### src/bfpa_pkg.sv
package bfpa_pkg;

   // Field widths fixed by the request and result formats.
   localparam int SIZE_W            = 16;
   localparam int FREE_TOTAL_W      = 19;
   localparam int SLOT_FIELD_W      = 3;
   localparam int COUNT_W           = 3;
   localparam int CSR_INDEX_W       = 3;
   localparam int CSR_DATA_W        = 16;
   localparam int MAX_SLOTS_DEFAULT = 6;

   // Register indexes on the configuration port.
   localparam logic [CSR_INDEX_W-1:0] CSR_SLOT_COUNT  = 3'd0;
   localparam logic [CSR_INDEX_W-1:0] CSR_SYSTEM_SIZE = 3'd1;
   localparam logic [CSR_INDEX_W-1:0] CSR_PART_SIZE_0 = 3'd2;

   // Reset value of the slot count register.
   localparam logic [COUNT_W-1:0] SLOT_COUNT_RESET = 3'd6;

   // Request actions.
   localparam logic ACT_ALLOC = 1'b0;
   localparam logic ACT_FREE  = 1'b1;

   // Result status codes.
   typedef enum logic [2:0] {
      ST_ALLOC   = 3'd0,
      ST_FREED   = 3'd1,
      ST_EXCEEDS = 3'd2,
      ST_NOFIT   = 3'd3,
      ST_INVALID = 3'd4
   } status_type;

   typedef struct packed {
      logic                    action;
      logic [SIZE_W-1:0]       request_size;
      logic [SLOT_FIELD_W-1:0] slot_index;
   } req_type;

   typedef struct packed {
      status_type              status;
      logic [SLOT_FIELD_W-1:0] chosen_slot;
      logic [SIZE_W-1:0]       waste;
      logic [FREE_TOTAL_W-1:0] free_total;
   } rsp_type;

endpackage

### src/best_fit_partition_allocator.sv
// Allocate: the request is checked against the free total, then each slot in use is
// scanned in turn before the result strobe; the next request waits until busy is low.
// One shared adder scans one partition per cycle. Free and refused-for-size requests
// skip the scan. A register write reloads the free total, with busy high meanwhile.
// Synchronous active-high reset: every slot free, free total 0, registers at defaults.
// Each result is shown for exactly one cycle; the receiver cannot stall it.
module best_fit_partition_allocator #(
   parameter int MAX_SLOTS = bfpa_pkg::MAX_SLOTS_DEFAULT
) (
   input  logic                                clock,
   input  logic                                reset,
   input  logic                                start,
   output logic                                busy,
   input  bfpa_pkg::req_type                   req_data,
   output logic                                rsp_valid,
   output bfpa_pkg::rsp_type                   rsp_data,
   input  logic                                csr_write_en,
   input  logic [bfpa_pkg::CSR_INDEX_W-1:0]    csr_index,
   input  logic [bfpa_pkg::CSR_DATA_W-1:0]     csr_data
);

   localparam int IDX_W = (MAX_SLOTS > 1) ? $clog2(MAX_SLOTS) : 1;
   localparam int SW    = bfpa_pkg::SIZE_W;
   localparam int FW    = bfpa_pkg::FREE_TOTAL_W;
   localparam int CW    = bfpa_pkg::COUNT_W;

   typedef enum logic [2:0] {
      S_IDLE,
      S_INIT_BASE,
      S_INIT_SUM,
      S_CHECK,
      S_SCAN,
      S_COMMIT,
      S_FREE
   } state_type;

   state_type                  state_ff, state_in;
   logic [CW-1:0]              slot_count_ff, slot_count_in;
   logic [SW-1:0]              system_size_ff, system_size_in;
   logic [SW-1:0]              part_size_ff [MAX_SLOTS];
   logic [SW-1:0]              part_size_in [MAX_SLOTS];
   logic [SW-1:0]              held_size_ff [MAX_SLOTS];
   logic [SW-1:0]              held_size_in [MAX_SLOTS];
   logic [MAX_SLOTS-1:0]       slot_busy_ff, slot_busy_in;
   logic [FW-1:0]              free_total_ff, free_total_in;
   bfpa_pkg::req_type          req_ff, req_in;
   logic [IDX_W-1:0]           cnt_ff, cnt_in;
   logic                       found_ff, found_in;
   logic [IDX_W-1:0]           best_ff, best_in;
   logic [SW-1:0]              best_waste_ff, best_waste_in;
   logic                       rsp_valid_ff, rsp_valid_in;
   bfpa_pkg::rsp_type          rsp_data_ff, rsp_data_in;

   // Slots in use, with the count clamped to the supported range.
   logic [CW-1:0] slots_used;
   logic          cnt_last;

   always_comb begin
      if (slot_count_ff == '0) begin
         slots_used = CW'(1);
      end else if (slot_count_ff > CW'(MAX_SLOTS)) begin
         slots_used = CW'(MAX_SLOTS);
      end else begin
         slots_used = slot_count_ff;
      end
   end

   assign cnt_last = (CW'(cnt_ff) == slots_used - CW'(1));

   // Free request decode: range check first, then the slot's busy bit.
   logic [IDX_W-1:0] free_idx;
   logic             free_ok;

   assign free_idx = req_ff.slot_index[IDX_W-1:0];
   assign free_ok  = (CW'(req_ff.slot_index) < slots_used) && slot_busy_ff[free_idx];

   // Shared add/subtract unit; its operands follow the sequencer state.
   logic [FW-1:0] alu_a, alu_b;
   logic          alu_sub;
   logic [FW:0]   alu_sum;
   logic          alu_borrow;

   always_comb begin
      alu_a   = free_total_ff;
      alu_b   = FW'(req_ff.request_size);
      alu_sub = 1'b1;
      unique case (state_ff)
         S_INIT_SUM: begin
            alu_b   = FW'(part_size_ff[cnt_ff]);
            alu_sub = 1'b0;
         end
         S_SCAN: begin
            alu_a = FW'(part_size_ff[cnt_ff]);
         end
         S_FREE: begin
            alu_b   = FW'(held_size_ff[free_idx]);
            alu_sub = 1'b0;
         end
         S_IDLE, S_INIT_BASE, S_CHECK, S_COMMIT: begin
         end
         default: begin
         end
      endcase
   end

   assign alu_sum    = {1'b0, alu_a} + {1'b0, (alu_sub ? ~alu_b : alu_b)} + (FW+1)'(alu_sub);
   assign alu_borrow = alu_sub & ~alu_sum[FW];

   // Register write decode; a write beyond the register list is dropped.
   logic csr_hit;

   always_comb begin
      csr_hit = 1'b0;
      if (csr_write_en) begin
         if (csr_index == bfpa_pkg::CSR_SLOT_COUNT || csr_index == bfpa_pkg::CSR_SYSTEM_SIZE) begin
            csr_hit = 1'b1;
         end
         for (int i = 0; i < MAX_SLOTS; i++) begin
            if (csr_index == bfpa_pkg::CSR_INDEX_W'(int'(bfpa_pkg::CSR_PART_SIZE_0) + i)) begin
               csr_hit = 1'b1;
            end
         end
      end
   end

   // Sequencer next-state and datapath updates.
   logic scan_fits;
   logic scan_better;

   assign scan_fits   = !slot_busy_ff[cnt_ff] && !alu_borrow;
   assign scan_better = !found_ff || (alu_sum[SW-1:0] < best_waste_ff);

   always_comb begin
      state_in       = state_ff;
      slot_count_in  = slot_count_ff;
      system_size_in = system_size_ff;
      part_size_in   = part_size_ff;
      held_size_in   = held_size_ff;
      slot_busy_in   = slot_busy_ff;
      free_total_in  = free_total_ff;
      req_in         = req_ff;
      cnt_in         = cnt_ff;
      found_in       = found_ff;
      best_in        = best_ff;
      best_waste_in  = best_waste_ff;
      rsp_valid_in   = 1'b0;
      rsp_data_in    = rsp_data_ff;

      if (csr_hit) begin
         // Any register write restarts the table and reloads the free total.
         if (csr_index == bfpa_pkg::CSR_SLOT_COUNT) begin
            slot_count_in = csr_data[CW-1:0];
         end else if (csr_index == bfpa_pkg::CSR_SYSTEM_SIZE) begin
            system_size_in = csr_data;
         end
         for (int i = 0; i < MAX_SLOTS; i++) begin
            if (csr_index == bfpa_pkg::CSR_INDEX_W'(int'(bfpa_pkg::CSR_PART_SIZE_0) + i)) begin
               part_size_in[i] = csr_data;
            end
         end
         slot_busy_in = '0;
         state_in     = S_INIT_BASE;
      end else begin
         unique case (state_ff)
            S_IDLE: begin
               if (start) begin
                  req_in = req_data;
                  state_in = (req_data.action == bfpa_pkg::ACT_FREE) ? S_FREE : S_CHECK;
               end
            end
            S_INIT_BASE: begin
               free_total_in = FW'(system_size_ff);
               cnt_in        = '0;
               state_in      = S_INIT_SUM;
            end
            S_INIT_SUM: begin
               free_total_in = alu_sum[FW-1:0];
               cnt_in        = cnt_ff + IDX_W'(1);
               if (cnt_last) begin
                  state_in = S_IDLE;
               end
            end
            S_CHECK: begin
               if (alu_borrow) begin
                  // Request larger than the free total.
                  rsp_valid_in            = 1'b1;
                  rsp_data_in.status      = bfpa_pkg::ST_EXCEEDS;
                  rsp_data_in.chosen_slot = '0;
                  rsp_data_in.waste       = '0;
                  rsp_data_in.free_total  = free_total_ff;
                  state_in                = S_IDLE;
               end else begin
                  cnt_in   = '0;
                  found_in = 1'b0;
                  state_in = S_SCAN;
               end
            end
            S_SCAN: begin
               // One partition per cycle; strict compare keeps the lowest index on a tie.
               if (scan_fits && scan_better) begin
                  found_in      = 1'b1;
                  best_in       = cnt_ff;
                  best_waste_in = alu_sum[SW-1:0];
               end
               cnt_in = cnt_ff + IDX_W'(1);
               if (cnt_last) begin
                  state_in = S_COMMIT;
               end
            end
            S_COMMIT: begin
               rsp_valid_in = 1'b1;
               state_in     = S_IDLE;
               if (found_ff) begin
                  slot_busy_in[best_ff]   = 1'b1;
                  held_size_in[best_ff]   = req_ff.request_size;
                  free_total_in           = alu_sum[FW-1:0];
                  rsp_data_in.status      = bfpa_pkg::ST_ALLOC;
                  rsp_data_in.chosen_slot = bfpa_pkg::SLOT_FIELD_W'(best_ff);
                  rsp_data_in.waste       = best_waste_ff;
                  rsp_data_in.free_total  = alu_sum[FW-1:0];
               end else begin
                  rsp_data_in.status      = bfpa_pkg::ST_NOFIT;
                  rsp_data_in.chosen_slot = '0;
                  rsp_data_in.waste       = '0;
                  rsp_data_in.free_total  = free_total_ff;
               end
            end
            S_FREE: begin
               rsp_valid_in      = 1'b1;
               rsp_data_in.waste = '0;
               state_in          = S_IDLE;
               if (free_ok) begin
                  slot_busy_in[free_idx]  = 1'b0;
                  free_total_in           = alu_sum[FW-1:0];
                  rsp_data_in.status      = bfpa_pkg::ST_FREED;
                  rsp_data_in.chosen_slot = req_ff.slot_index;
                  rsp_data_in.free_total  = alu_sum[FW-1:0];
               end else begin
                  rsp_data_in.status      = bfpa_pkg::ST_INVALID;
                  rsp_data_in.chosen_slot = '0;
                  rsp_data_in.free_total  = free_total_ff;
               end
            end
            default: begin
               state_in = S_IDLE;
            end
         endcase
      end
   end

   // State, configuration and registered outputs.
   always_ff @(posedge clock) begin
      if (reset) begin
         state_ff       <= S_IDLE;
         slot_count_ff  <= bfpa_pkg::SLOT_COUNT_RESET;
         system_size_ff <= '0;
         for (int i = 0; i < MAX_SLOTS; i++) begin
            part_size_ff[i] <= '0;
         end
         slot_busy_ff   <= '0;
         free_total_ff  <= '0;
         rsp_valid_ff   <= 1'b0;
      end else begin
         state_ff       <= state_in;
         slot_count_ff  <= slot_count_in;
         system_size_ff <= system_size_in;
         part_size_ff   <= part_size_in;
         slot_busy_ff   <= slot_busy_in;
         free_total_ff  <= free_total_in;
         rsp_valid_ff   <= rsp_valid_in;
      end
      held_size_ff  <= held_size_in;
      req_ff        <= req_in;
      cnt_ff        <= cnt_in;
      found_ff      <= found_in;
      best_ff       <= best_in;
      best_waste_ff <= best_waste_in;
      rsp_data_ff   <= rsp_data_in;
   end

   assign busy      = (state_ff != S_IDLE);
   assign rsp_valid = rsp_valid_ff;
   assign rsp_data  = rsp_data_ff;

   // A result strobe lasts one cycle.
   a_rsp_single: assert property (@(posedge clock) disable iff (reset)
      rsp_valid |=> !rsp_valid)
      else $error("result strobe held for more than one cycle");

   // A result only follows a cycle of work.
   a_rsp_after_work: assert property (@(posedge clock) disable iff (reset)
      rsp_valid |-> $past(busy))
      else $error("result without a request in progress");

   // An accepted request makes the block busy.
   a_busy_after_start: assert property (@(posedge clock) disable iff (reset)
      (start && !busy) |=> busy)
      else $error("request accepted but block not busy");

   // Error results carry no slot and no waste.
   a_error_fields: assert property (@(posedge clock) disable iff (reset)
      (rsp_valid && (rsp_data.status == bfpa_pkg::ST_EXCEEDS
                     || rsp_data.status == bfpa_pkg::ST_NOFIT
                     || rsp_data.status == bfpa_pkg::ST_INVALID))
      |-> (rsp_data.chosen_slot == '0 && rsp_data.waste == '0))
      else $error("error result with nonzero slot or waste");

endmodule
### config.mk
export PLATFORM = sky130hd
export DESIGN_NAME = best_fit_partition_allocator
export DESIGN_NICKNAME = d
export VERILOG_FILES = /design/src/bfpa_pkg.sv /design/src/best_fit_partition_allocator.sv
export SDC_FILE = /design/constraint.sdc
export NUM_CORES = 1
export LEC_CHECK = 0
export BUFFER_PORTS_ARGS = -buffer_cell sky130_fd_sc_hd__buf_2
export CAP_MARGIN = 20
export CORE_AREA = 4 4 194 140
export DETAILED_ROUTE_END_ITERATION = 7
export DIE_AREA = 0 0 198 144
export GPL_TIMING_DRIVEN = 1
export PLACE_DENSITY = 0.76
export SLEW_MARGIN = 40
export SYNTH_ARGS = -nofsm -noshare
export SYNTH_HDL_FRONTEND = slang
export SYNTH_SLANG_ARGS = --single-unit
### constraint.sdc
create_clock -name clock -period 8.7 [get_ports clock]
set_input_delay 1.74 -clock clock [delete_from_list [all_inputs] [get_ports clock]]
set_output_delay 1.74 -clock clock [all_outputs]
set_load 0.005 [all_outputs]
==> results of run 1 <==
worst max-delay path by stage:
stage,from,end,slack (ns),cells after the start
2_1_floorplan,cnt_ff[0],rsp_data[0],2.42,15
3_3_place_gp,state_ff[0],best_waste_ff[4],2.05,25
3_5_place_dp,state_ff[0],best_waste_ff[13],2.07,25
4_1_cts,state_ff[0],best_waste_ff[3],2.04,25
5_1_grt,cnt_ff[0],best_waste_ff[3],1.54,23
6_report,state_ff[0],best_waste_ff[4],1.88,25
final cells by class:
class / instances / area [um^2] / area share
tap: 331 / 414 / 0.0247
clock buffer: 41 / 842 / 0.0503
clock inverter: 12 / 86.3 / 0.00516
multi-input combinational: 1000 / 6310 / 0.377
inverter: 32 / 120 / 0.00717
timing repair buffer: 120 / 711 / 0.0424
sequential: 323 / 8260 / 0.493
flip-flops by register name, indices dropped and copies added, names as in the netlist:
name,count
state_ff,3
slot_count_ff,3
found_ff,1
part_size_ff,96
req_ff,16
free_idx,3
rsp_data,41
slot_busy_ff,6
held_size_ff,96
best_ff,3
rsp_valid,1
best_waste_ff,16
free_total_ff,19
system_size_ff,16
cnt_ff,3
metal layers:
| metal | vias up | wire, um | GRT usage |
|---|---|---|---|
| li1 | 5347 | - | - |
| met1 | 5636 | 18800 | 0.461 |
| met2 | 566 | 17300 | 0.408 |
| met3 | 58 | 4510 | 0.0685 |
| met4 | 0 | 769 | 0.0561 |
| met5 | - | 0 | 0 |
where the power goes:
group          switching [mW]  internal, mW  leakage, nW
Sequential             0.0299          1.64         2.79
Combinational           0.261         0.142         2.84
Clock                   0.556         0.701        0.464
Total                   0.847          2.48         6.10
through the flow:
stage	cells	hold slack (ns)
after floorplan	1442	0.433
after global placement	1802	0.439
after detailed placement	1805	0.443
after CTS	1858	0.452
after global routing	1859	0.471
final	1859	0.453
placed cells by master (no fill, tap or decap), types with 5 or more instances in the layout:
master and instances:
sky130_fd_sc_hd__clkbuf_8 5, sky130_fd_sc_hd__nand2_1 301, sky130_fd_sc_hd__mux2i_1 36, sky130_fd_sc_hd__a31oi_1 6, sky130_fd_sc_hd__or2_2 5, sky130_fd_sc_hd__mux4_2 23
sky130_fd_sc_hd__xor2_1 8, sky130_fd_sc_hd__o221ai_1 5, sky130_fd_sc_hd__a22oi_1 9, sky130_fd_sc_hd__nand4_1 5, sky130_fd_sc_hd__edfxtp_1 179, sky130_fd_sc_hd__a221o_1 13
sky130_fd_sc_hd__inv_1 30, sky130_fd_sc_hd__xnor2_1 15, sky130_fd_sc_hd__nand3_1 11, sky130_fd_sc_hd__o21ai_0 60, sky130_fd_sc_hd__a21oi_1 190, sky130_fd_sc_hd__a21o_1 12
sky130_fd_sc_hd__buf_2 84, sky130_fd_sc_hd__and2_1 9, sky130_fd_sc_hd__nor3_1 17, sky130_fd_sc_hd__buf_4 33, sky130_fd_sc_hd__a221oi_1 6, sky130_fd_sc_hd__nand2b_1 9
sky130_fd_sc_hd__clkinv_1 5, sky130_fd_sc_hd__o211ai_1 12, sky130_fd_sc_hd__a22o_1 25, sky130_fd_sc_hd__clkinv_2 5, sky130_fd_sc_hd__ha_1 41, sky130_fd_sc_hd__nor2b_1 10
sky130_fd_sc_hd__clkbuf_1 6, sky130_fd_sc_hd__mux2_2 16, sky130_fd_sc_hd__nor2_1 77, sky130_fd_sc_hd__dfxtp_1 144, sky130_fd_sc_hd__clkbuf_16 30
critical path: stages (launching register included):
cell                       delay [ns]
sky130_fd_sc_hd__dfxtp_1         0.38
sky130_fd_sc_hd__inv_1           0.11
sky130_fd_sc_hd__ha_1            0.14
sky130_fd_sc_hd__buf_4           0.32
sky130_fd_sc_hd__nor2b_1         0.61
sky130_fd_sc_hd__nor2_1          0.31
sky130_fd_sc_hd__o22a_4          0.31
sky130_fd_sc_hd__nand2_1         0.07
sky130_fd_sc_hd__o21ai_0         0.12
sky130_fd_sc_hd__fa_1            0.43
sky130_fd_sc_hd__a21o_1          0.20
sky130_fd_sc_hd__a21oi_1         0.26
sky130_fd_sc_hd__o21ai_0         0.29
sky130_fd_sc_hd__a32o_1          0.35
sky130_fd_sc_hd__o22ai_1         0.20
sky130_fd_sc_hd__xnor2_1         0.24
sky130_fd_sc_hd__ha_1            0.33
sky130_fd_sc_hd__a21oi_1         0.18
sky130_fd_sc_hd__nor2b_1         0.06
sky130_fd_sc_hd__o21ai_0         0.16
sky130_fd_sc_hd__o211ai_1        0.11
sky130_fd_sc_hd__a21o_1          0.19
sky130_fd_sc_hd__nor3_1          0.18
sky130_fd_sc_hd__o311ai_0        0.23
sky130_fd_sc_hd__a21oi_2         0.43
sky130_fd_sc_hd__buf_4           0.30
logic make-up after synthesis:
logic type	share of synthesized area
simple gates	0.137
compound gates	0.159
flops	0.552
buf+inv	0.0325
mux	0.0707
fa+ha+maj	0.0356
xor+xnor	0.0135
cells in the mapped netlist (5+ instances only):
cell type | count | area share
sky130_fd_sc_hd__nor2_1 | 79 | 0.020
sky130_fd_sc_hd__a221oi_1 | 6 | 0.0035
sky130_fd_sc_hd__nand3_1 | 14 | 0.0047
sky130_fd_sc_hd__o211ai_1 | 12 | 0.0060
sky130_fd_sc_hd__a31oi_1 | 7 | 0.0029
sky130_fd_sc_hd__buf_2 | 7 | 0.0023
sky130_fd_sc_hd__o221ai_1 | 5 | 0.0029
sky130_fd_sc_hd__clkbuf_1 | 65 | 0.016
sky130_fd_sc_hd__o21ai_0 | 61 | 0.020
sky130_fd_sc_hd__nor3_1 | 20 | 0.0067
sky130_fd_sc_hd__buf_1 | 8 | 0.0020
sky130_fd_sc_hd__a22o_1 | 25 | 0.015
sky130_fd_sc_hd__xnor2_1 | 15 | 0.0088
sky130_fd_sc_hd__and2_1 | 9 | 0.0038
sky130_fd_sc_hd__or2_2 | 5 | 0.0021
sky130_fd_sc_hd__edfxtp_1 | 179 | 0.36
sky130_fd_sc_hd__a21oi_1 | 192 | 0.064
sky130_fd_sc_hd__nand4_1 | 5 | 0.0021
sky130_fd_sc_hd__mux2i_1 | 36 | 0.024
sky130_fd_sc_hd__mux4_2 | 23 | 0.035
sky130_fd_sc_hd__ha_1 | 41 | 0.034
sky130_fd_sc_hd__a221o_1 | 13 | 0.0087
sky130_fd_sc_hd__xor2_1 | 8 | 0.0047
sky130_fd_sc_hd__nand2_1 | 301 | 0.075
sky130_fd_sc_hd__mux2_2 | 16 | 0.012
sky130_fd_sc_hd__nand2b_1 | 10 | 0.0042
sky130_fd_sc_hd__inv_1 | 28 | 0.0070
sky130_fd_sc_hd__nor2b_1 | 10 | 0.0042
sky130_fd_sc_hd__dfxtp_1 | 144 | 0.19
sky130_fd_sc_hd__a22oi_1 | 9 | 0.0045
sky130_fd_sc_hd__a21o_1 | 12 | 0.0060
==> PnR_summary.wiki, run 1 <==
{| class="wikitable"
! Metric !! Value
|-
| Post-synthesis sequential element count || ~320
|-
| Average wire per standard cell || ~22 um
|-
| Largest fanout on the critical path || 28
|-
| Leak pwr || 6.10 nW
|-
| Hpwl dp || ~30 mm
|-
| Cell count after synthesis || between 1000 and 1500
|-
| Final net count || approximately 1600
|-
| Final instance area || ~17000 um^2
|-
| Global-route wire length before repair || between 60 and 70 mm
|-
| Initial drt markers || 1364
|-
| Number of setup buffers added after CTS || 0
|-
| Start point of the worst hold path || part_size_ff[68]
|-
| Pre-Repair DR Iteration Count || 5
|-
| H-tree depth || 1
|-
| Detailed-route via count || approximately 12000
|-
| Mean number of vias per cell || around 6.2
|-
| Overall power of the completed layout || ~3.3 mW
|-
| Latest clock arrival within the worst-skew pair || roughly 0.56 ns
|-
| Cell area after synthesis || around 15000 um^2
|-
| Pins over their slew limit || 0
|-
| Worst-path clk slew || 0.06 ns
|-
| Share of post-route cells with drive strength above 1 || 0.153
|-
| Worst-margin pin slew || ~0.89 ns
|-
| Worst setup margin || roughly 1.9 ns
|-
| Remaining antenna violation count || 0
|-
| Register-to-Register Path Depth || 25
|-
| Nature of the critical path endpoint || flop
|-
| Proportion of synthesized flip-flops having asynchronous set or reset || 0
|-
| Number of unique standard cell types used by synthesis || 73
|-
| Final global-route overflow total || 0
|-
| Final critical path time including I/O delays and setup || ~7 ns
|-
| Count of maximum capacitance violations || 0
|-
| Data required time at the worst endpoint || ~9 ns
|-
| VDD IR-drop max || 190 uV
|-
| Pwr Density || a little under 200 nW/um^2
|-
| Routability Congestion || between 1 and 1.5
|-
| Destination of the worst hold path || part_size_ff[68]
|-
| Run status || complete, no violations
|-
| Starting density of the core || 0.593
|-
| Total global routing track utilization || 0.290
|-
| Post-route DRC || 0
|-
| Total setup violations reported at the end of the flow || 0
|-
| Post-Place Worst Slack || roughly 2.1 ns
|-
| Reg-to-reg endpoint || best_waste_ff[4]
|-
| Sum Neg Setup Slack || 0 ns
|-
| Std-Cell Core Area || ~25000 um^2
|-
| Data arrival time of the critical path || 7.08 ns
|-
| Setup slack, reg-to-reg || 1.88 ns
|-
| WL final || slightly above 40 mm
|-
| Number of antenna violations at the first check in global routing || 1
|-
| Clock skew after layout || 0.0150 ns
|-
| Share of the yosys chip area belonging to registers || 0.552
|-
| CTS Hold Buffers Added || 0
|-
| Worst hold path cell count || 2
|-
| I/O Pins || 86
|-
| Layout fillers || just under 2000
|-
| Most used DFF post-synth || sky130_fd_sc_hd__edfxtp_1
|-
| Port Buffer Count || 85
|-
| Path type of the worst min-delay path || reg2reg
|-
| Share of the core filled with cells || 0.663
|-
| ANT cells || 0
|-
| Resize count post-CTS || 0
|-
| Number of global-route vias before repair || between 10000 and 15000
|-
| Total Die Area || 28500 um^2
|-
| EDFF count, synth || roughly 180
|-
| Die X || 198 um
|-
| Chip height || 144 um
|-
| Setup repair after global routing missed its margin || no
|-
| Slew headroom || 0.406
|-
| Start of the worst register-to-register path || state_ff[0]
|-
| Final-report hold violation count || 0
|-
| Area after detailed placement || 15800 um^2
|-
| Post-Syn Area per Cell || 10.4 um^2
|-
| Cell at the root of the clock tree || sky130_fd_sc_hd__clkbuf_16
|-
| Maximum root-to-sink buffer count || 3
|-
| Inserted Clock Buffers || 29
|-
| P&R area growth vs syn || 11.9%
|-
| Critical Path Start Type || flop
|-
| Post-Synthesis Net Count || approximately 1500
|-
| TritonCTS clock tree || built
|-
| Crit Path Category || reg2reg
|-
| F_max || roughly 150 MHz
|-
| Row count || between 40 and 50
|-
| Number of clock sinks || around 320
|-
| Number of synthesis warnings || 0
|-
| Period utilisation layout || 0.784
|-
| Largest net degree at the start of global routing || 68
|}
Note: power is estimated with default switching activity, not from simulation.
==> run 2, diff against run 1 <==
--- a/config.mk
+++ b/config.mk
@@ -5,13 +5,14 @@
 export SDC_FILE = /design/constraint.sdc
 export NUM_CORES = 1
 export LEC_CHECK = 0
+export ABC_AREA = 1
 export BUFFER_PORTS_ARGS = -buffer_cell sky130_fd_sc_hd__buf_2
 export CAP_MARGIN = 20
-export CORE_AREA = 4 4 194 140
+export CORE_AREA = 4 4 204 146
 export DETAILED_ROUTE_END_ITERATION = 7
-export DIE_AREA = 0 0 198 144
+export DIE_AREA = 0 0 208 150
 export GPL_TIMING_DRIVEN = 1
-export PLACE_DENSITY = 0.76
+export PLACE_DENSITY = 0.73
 export SLEW_MARGIN = 40
 export SYNTH_ARGS = -nofsm -noshare
 export SYNTH_HDL_FRONTEND = slang
==> constraint.sdc (replaced) <==
create_clock -name clock -period 5.9 [get_ports clock]
set_input_delay 1.18 -clock clock [delete_from_list [all_inputs] [get_ports clock]]
set_output_delay 1.18 -clock clock [all_outputs]
set_load 0.005 [all_outputs]
==> PnR_summary.wiki, run 2 <==
{| class="wikitable"
! Metric !! Value
|-
| Run status || complete, no violations
|-
| Data arrival time of the critical path || 5.63 ns (-1.45 ns)
|-
| Area leader, netlist || sky130_fd_sc_hd__edfxtp_1
|-
| Global-route wire length before repair || 67.9 mm (+6.3%)
|-
| Cell with the largest stage delay on the worst path || sky130_fd_sc_hd__edfxtp_1
|-
| Post-synthesis sequential element count || 323 (unchanged)
|-
| Average wire per standard cell || 20.3 um (-8.9%)
|-
| F_max || 185 MHz (+26%)
|-
| Number of global-route vias before repair || 11817 (+11%)
|-
| Clock skew after layout || 0.0211 ns (+0.00606 ns)
|-
| Final-report hold violation count || 0 (unchanged)
|-
| Flip-flop and latch area || 8260 um^2 (unchanged)
|-
| Post-Syn Area per Cell || 8.85 um^2 (-15%)
|-
| Post-Synthesis Net Count || 1792 (+17%)
|-
| VDD IR-drop max || 245 uV (+29%)
|-
| Chip height || 150 um (+4.2%)
|-
| Largest net degree at the start of global routing || 60 (-12%)
|-
| Setup repair after global routing missed its margin || no
|-
| Worst hold margin || 0.461 ns (+0.00716 ns)
|-
| Maximum root-to-sink buffer count || 3 (unchanged)
|-
| Global-route track usage on met3 || 0.0692 (+0.000686)
|-
| Total setup violations reported at the end of the flow || 0 (unchanged)
|-
| CTS Hold Buffers Added || 0 (unchanged)
|-
| Proportion of synthesized flip-flops having asynchronous set or reset || 0 (unchanged)
|-
| Total Die Area || 31200 um^2 (+9.4%)
|-
| Combined buffer and inverter count along the critical path || 3 (unchanged)
|-
| Slew headroom || 0.307 (-0.0983)
|-
| Share of the yosys chip area belonging to registers || 0.547 (-0.00485)
|-
| Destination of the worst hold path || part_size_ff[48]
|-
| Met2 global-route usage || 0.407 (-0.000981)
|-
| Most instantiated cells after synthesis || sky130_fd_sc_hd__nor2_1 (342), sky130_fd_sc_hd__nand2_1 (264), sky130_fd_sc_hd__o21ai_0 (220)
|-
| Nature of the critical path endpoint || flop
|-
| Area after detailed placement || 16100 um^2 (+1.8%)
|-
| Worst hold path cell count || 2 (unchanged)
|-
| Combinational share of power || 0.125 (+0.004)
|-
| Number of setup buffers added after CTS || 0 (unchanged)
|-
| Path type of the worst min-delay path || reg2reg
|-
| Cell family with the largest share of critical-path delay || simple AND/OR/NAND/NOR gates
|-
| Detailed-route via count || 12866 (+11%)
|-
| Layout fillers || 2360 (+19%)
|-
| Psw || 1.39 mW (+64%)
|-
| Post-route DRC || 0 (unchanged)
|-
| Remaining antenna violation count || 0 (unchanged)
|-
| Cell count after synthesis || 1707 (+18%)
|-
| Worst-path clk slew || 0.06 ns (about the same)
|-
| Number of antenna violations at the first check in global routing || 1 (unchanged)
|-
| Share of the synthesized area in the top cell type || 0.356 (-0.00315)
|-
| Hpwl dp || 31.4 mm (+5.8%)
|-
| Final net count || 1882 (+18%)
|-
| P&R area growth vs syn || 14.0%
|-
| Portion of total power attributed to the clock network || 0.412 (+0.035)
|-
| Inserted Clock Buffers || 34 (+17%)
|-
| Busiest grt layer || met1
|-
| Pre-Repair DR Iteration Count || 6 (+1)
|-
| Std-Cell Core Area || 27700 um^2 (+9.6%)
|-
| Leak pwr || 6.98 nW (+14%)
|-
| Cell area after synthesis || 15100 um^2 (+0.89%)
|-
| Met1 track demand over resource || 0.412 (-0.0483)
|-
| Most prevalent standard cell on the critical path || sky130_fd_sc_hd__nand2_1
|-
| Share of post-route cells with drive strength above 1 || 0.126 (-0.0275)
|-
| WL final || 44.5 mm (+7.4%)
|-
| Reg-to-reg endpoint || best_waste_ff[7]
|-
| Pwr Density || 310 nW/um^2 (+56%)
|-
| Most used DFF post-synth || sky130_fd_sc_hd__edfxtp_1
|-
| ANT cells || 0 (unchanged)
|-
| H-tree depth || 2 (+1)
|-
| Critical Path Start Type || flop
|-
| Cell at the root of the clock tree || sky130_fd_sc_hd__clkbuf_16
|-
| Commonest cells after routing, fill and taps aside || sky130_fd_sc_hd__nor2_1 (340), sky130_fd_sc_hd__nand2_1 (264), sky130_fd_sc_hd__o21ai_0 (220)
|-
| Mean number of vias per cell || 5.87 (-6.0%)
|-
| Most numerous cell in the Yosys netlist || sky130_fd_sc_hd__nor2_1
|-
| Largest fanout on the critical path || 16 (-43%)
|-
| Switching share of total power || 0.260 (+0.00573)
|-
| Final global-route overflow total || 0 (unchanged)
|-
| Routability Congestion || 0.950 (-5.5%)
|-
| Number of clock sinks || 323 (unchanged)
|-
| Resize count post-CTS || 0 (unchanged)
|-
| Worst-margin pin slew || 1.03 ns (+0.139 ns)
|-
| Period utilisation layout || 0.917 (+0.133)
|-
| EDFF count, synth || 179 (unchanged)
|-
| Row count || 51 (+4.1%)
|-
| Multi-input gate area in the final layout || 6120 um^2 (-3.1%)
|-
| Final critical path time including I/O delays and setup || 5.41 ns (-1.41 ns)
|-
| Data required time at the worst endpoint || 6.12 ns (-2.84 ns)
|-
| Total global routing track utilization || 0.279 (-0.0108)
|-
| Most common cell after layout, fill and taps aside || sky130_fd_sc_hd__nor2_1
|-
| Starting density of the core || 0.545 (-0.0473)
|-
| Setup slack, reg-to-reg || 0.49 ns (-1.39 ns)
|-
| Latest clock arrival within the worst-skew pair || 0.53 ns (-0.03 ns)
|-
| Delay contributed by the slowest stage of the critical path || 0.54 ns (-0.07 ns)
|-
| Cell Int Power || 3.94 mW (+59%)
|-
| Sum Neg Setup Slack || 0 ns (unchanged)
|-
| Register-to-Register Path Depth || 25 (unchanged)
|-
| Start of the worst register-to-register path || free_idx[0]
|-
| Overall power of the completed layout || 5.33 mW (+60%)
|-
| Synth top area cells || sky130_fd_sc_hd__edfxtp_1 (36%), sky130_fd_sc_hd__dfxtp_1 (19%), sky130_fd_sc_hd__nor2_1 (8.5%)
|-
| Initial drt markers || 1590 (+17%)
|-
| TritonCTS clock tree || built
|-
| Die X || 208 um (+5.1%)
|-
| Final instance area || 17200 um^2 (+2.8%)
|-
| Number of unique standard cell types used by synthesis || 60 (-18%)
|-
| Crit Path Category || reg2reg
|-
| Number of synthesis warnings || 0 (unchanged)
|-
| Port Buffer Count || 85 (unchanged)
|-
| I/O Pins || 86 (unchanged)
|-
| Pins over their slew limit || 0 (unchanged)
|-
| Part of the power in registers || 0.463 (-0.039)
|-
| Start point of the worst hold path || part_size_ff[48]
|-
| Count of maximum capacitance violations || 0 (unchanged)
|}
[run 2: cell type report]
type,instances,share of cell area
Inverter,122,0.0268
Clock buffer,47,0.0553
Timing Repair Buffer,126,0.0448
Multi-Input combinational cell,1190,0.356
Sequential cell,323,0.480
Tap cell,371,0.0270
Clock inverter,14,0.0107
[run 2: cells by family after synthesis]
kind of cell	after synthesis	synth area share
flops	323	0.547
simple gates	712	0.195
buf+inv	194	0.0500
xor+xnor	19	0.0135
fa+ha+maj	42	0.0353
compound gates	417	0.159
[run 2: how the worst max path moves through the flow]
stage,startpoint,endpoint,slack (ns),cells past startpoint
6_report,free_idx[0],best_waste_ff[7],0.49,25
3_3_place_gp,free_idx[0],best_waste_ff[14],0.70,26
2_1_floorplan,cnt_ff[0],rsp_data[0],0.61,24
5_1_grt,free_idx[0],best_waste_ff[3],0.08,25
4_1_cts,free_idx[0],best_waste_ff[7],0.57,24
3_5_place_dp,free_idx[0],best_waste_ff[14],0.59,26
[run 2: through the flow]
step	util	cells	worst slack, ns
floorplan	-	1707	0.610
global placement	0.580	2132	0.703
detailed placement	0.580	2132	0.595
CTS	0.621	2193	0.573
global route	0.621	2193	0.0800
finish	0.621	2193	0.488
[run 2: per-layer routing]
metal  part of all wire  up-vias
met1               0.44     6063
met5            0.00025        -
li1                   -     6037
met3               0.11       94
met4              0.031        2
met2               0.42      670
[run 2: power by group through the flow]
stage | logic, mW | clock network [mW] | registers, mW
2_1_floorplan | 0.419 | 0 | 2.50
5_1_grt | 0.725 | 2.32 | 2.47
3_3_place_gp | 0.638 | 0 | 2.51
3_5_place_dp | 0.649 | 0 | 2.51
4_1_cts | 0.654 | 2.22 | 2.47
6_report | 0.665 | 2.20 | 2.47
[run 2: tightest hold or removal path, delay by kind of cell (launching register included)]
kind | cells | cell delay (ns)
DFF | 1 | 0.30
buffers and inverters | 1 | 0.06
AOI/OAI and AO/OA | 1 | 0.06
==> run 3, diff against run 2 <==
--- a/config.mk
+++ b/config.mk
@@ -9,6 +9,7 @@
 export BUFFER_PORTS_ARGS = -buffer_cell sky130_fd_sc_hd__buf_2
 export CAP_MARGIN = 20
 export CORE_AREA = 4 4 204 146
+export CTS_BUF_LIST = sky130_fd_sc_hd__clkbuf_4 sky130_fd_sc_hd__clkbuf_8 sky130_fd_sc_hd__clkbuf_16
 export DETAILED_ROUTE_END_ITERATION = 7
 export DIE_AREA = 0 0 208 150
 export GPL_TIMING_DRIVEN = 1
==> PnR_summary.wiki, run 3 (synthesis results as in run 2) <==
{| class="wikitable"
! Metric !! Value
|-
| Psw || 1.38 mW (-0.29%)
|-
| Post-route DRC || 0 (unchanged)
|-
| Inserted Clock Buffers || 34 (unchanged)
|-
| Post-placement cell count || 2132 (unchanged)
|-
| Most common cell after layout, fill and taps aside || sky130_fd_sc_hd__nor2_1
|-
| Average wire per standard cell || 20.3 um (+0.18%)
|-
| Run status || complete, no violations
|-
| Path type of the worst min-delay path || reg2reg
|-
| Final net count || 1882 (unchanged)
|-
| Clock skew after layout || 0.0219 ns (+0.000892 ns)
|-
| Worst-margin pin slew || 1.04 ns (+0.0121 ns)
|-
| Combined buffer and inverter count along the critical path || 3 (unchanged)
|-
| Die X || 208 um (unchanged)
|-
| Final global-route overflow total || 0 (unchanged)
|-
| Data arrival time of the critical path || 5.66 ns (+0.03 ns)
|-
| Multi-input gate area in the final layout || 6120 um^2 (unchanged)
|-
| H-tree depth || 2 (unchanged)
|-
| Portion of total power attributed to the clock network || 0.416 (+0.004)
|-
| Cell at the root of the clock tree || sky130_fd_sc_hd__clkbuf_16
|-
| Commonest cells after routing, fill and taps aside || sky130_fd_sc_hd__nor2_1 (340), sky130_fd_sc_hd__nand2_1 (264), sky130_fd_sc_hd__o21ai_0 (220)
|-
| Maximum root-to-sink buffer count || 3 (unchanged)
|-
| Cell with the largest stage delay on the worst path || sky130_fd_sc_hd__edfxtp_1
|-
| Number of global-route vias before repair || 11829 (+0.10%)
|-
| Share of post-route cells with drive strength above 1 || 0.131 (+0.00494)
|-
| Largest fanout on the critical path || 16 (unchanged)
|-
| Flip-flop and latch area || 8260 um^2 (unchanged)
|-
| Latest clock arrival within the worst-skew pair || 0.53 ns (about the same)
|-
| Number of non-filler instances in the completed layout || 2193 (unchanged)
|-
| Nature of the critical path endpoint || flop
|-
| Final critical path time including I/O delays and setup || 5.44 ns (+0.0283 ns)
|-
| Period utilisation layout || 0.922 (+0.00480)
|-
| Delay contributed by the slowest stage of the critical path || 0.54 ns (about the same)
|-
| Remaining antenna violation count || 0 (unchanged)
|-
| Layout fillers || 2352 (-0.34%)
|-
| WL final || 44.6 mm (+0.18%)
|-
| Overall power of the completed layout || 5.37 mW (+0.70%)
|-
| Mean number of vias per cell || 5.88 (+0.16%)
|-
| Total global routing track utilization || 0.279 (+0.000377)
|-
| Worst setup margin || 0.460 ns (-0.0283 ns)
|-
| Row count || 51 (unchanged)
|-
| Pre-Repair DR Iteration Count || 6 (unchanged)
|-
| Share of the core filled with cells || 0.623 (+0.00122)
|-
| Starting density of the core || 0.545 (unchanged)
|-
| Resize count post-CTS || 0 (unchanged)
|-
| Initial drt markers || 1679 (+5.6%)
|-
| Hpwl dp || 31.4 mm (unchanged)
|-
| Crit Path Category || reg2reg
|-
| Chip height || 150 um (unchanged)
|-
| Number of setup buffers added after CTS || 0 (unchanged)
|-
| Largest net degree at the start of global routing || 60 (unchanged)
|-
| I/O Pins || 86 (unchanged)
|-
| Final-report hold violation count || 0 (unchanged)
|-
| ANT cells || 0 (unchanged)
|-
| VDD IR-drop max || 245 uV (about the same)
|-
| Part of the power in registers || 0.460 (-0.003)
|-
| Number of clock sinks || 323 (unchanged)
|-
| Sum Neg Setup Slack || 0 ns (unchanged)
|-
| Global-route wire length before repair || 68.1 mm (+0.18%)
|-
| Leak pwr || 7.01 nW (+0.44%)
|-
| Pins over their slew limit || 0 (unchanged)
|-
| Port Buffer Count || 85 (unchanged)
|-
| Cell family with the largest share of critical-path delay || simple AND/OR/NAND/NOR gates
|-
| Number of antenna violations at the first check in global routing || 1 (unchanged)
|-
| Post-Place Worst Slack || 0.595 ns (unchanged)
|-
| Total Die Area || 31200 um^2 (unchanged)
|-
| Combinational share of power || 0.124 (about the same)
|-
| Slew headroom || 0.299 (-0.00813)
|-
| Count of maximum capacitance violations || 0 (unchanged)
|-
| Cell Int Power || 3.99 mW (+1.0%)
|-
| CTS Hold Buffers Added || 0 (unchanged)
|-
| Setup repair after global routing missed its margin || no
|-
| Detailed-route via count || 12887 (+0.16%)
|-
| Worst-path clk slew || 0.06 ns (about the same)
|-
| Pwr Density || 311 nW/um^2 (+0.50%)
|-
| Switching share of total power || 0.257 (-0.00254)
|-
| Total setup violations reported at the end of the flow || 0 (unchanged)
|-
| Critical Path Start Type || flop
|-
| P&R area growth vs syn || 14.2%
|-
| Std-Cell Core Area || 27700 um^2 (unchanged)
|-
| TritonCTS clock tree || built
|-
| F_max || 184 MHz (-0.52%)
|-
| Routability Congestion || 0.950 (unchanged)
|-
| Data required time at the worst endpoint || 6.12 ns (about the same)
|-
| Most prevalent standard cell on the critical path || sky130_fd_sc_hd__nand2_1
|}
==> run 3: cell counts in the layout (fill, tap and decap cells not counted) <==
No cell type changed its count.
==> run 3: final cells by class <==
type / instances / area share
clock inverters: 14 / 0.0107
multi-input cells: 1190 / 0.355
flip-flops and latches: 323 / 0.479
clock buffers: 47 / 0.0571
well taps: 371 / 0.0269
repair buffers: 126 / 0.0447
inverters: 122 / 0.0268
==> run 3: power by group through the flow <==
stage | Clock, mW | Combinational [mW] | Sequential [mW]
after floorplan | 0 | 0.419 | 2.50
after global placement | 0 | 0.638 | 2.51
after detailed placement | 0 | 0.649 | 2.51
after CTS | 2.26 | 0.653 | 2.47
after global routing | 2.36 | 0.725 | 2.47
final | 2.23 | 0.667 | 2.47
==> run 3: through the flow <==
| step | cell area (um^2) | hold WS (ns) |
|---|---|---|
| floorplan | 15100 | 0.429 |
| global placement | 16100 | 0.445 |
| detailed placement | 16100 | 0.453 |
| CTS | 17200 | 0.461 |
| global route | 17200 | 0.484 |
| finish | 17200 | 0.457 |
==> run 3: path summary, 6_finish.rpt <==
kind | end | depth (start not counted) | startpoint | slack [ns]
setup / recovery | best_waste_ff[7] | 25 | free_idx[0] | 0.46
hold / removal | part_size_ff[48] | 2 | part_size_ff[48] | 0.46
setup reg to reg | best_waste_ff[7] | 25 | free_idx[0] | 0.46
hold reg to reg | part_size_ff[48] | 2 | part_size_ff[48] | 0.46
==> run 3: tightest hold or removal path, delay by kind of cell (launching register included) <==
kind                   cells  cell delay, ns
AO/OA/AOI/OAI              1            0.06
buffers and inverters      1            0.06
flip-flops                 1            0.29
==> run 3: layer usage <==
layer / part of all wire / vias to the layer above / global-route usage
li1: - / 6043 / -
met1: 0.44 / 6099 / 0.413
met2: 0.42 / 659 / 0.408
met3: 0.11 / 84 / 0.0696
met4: 0.029 / 2 / 0.0863
met5: 0.00025 / - / 0
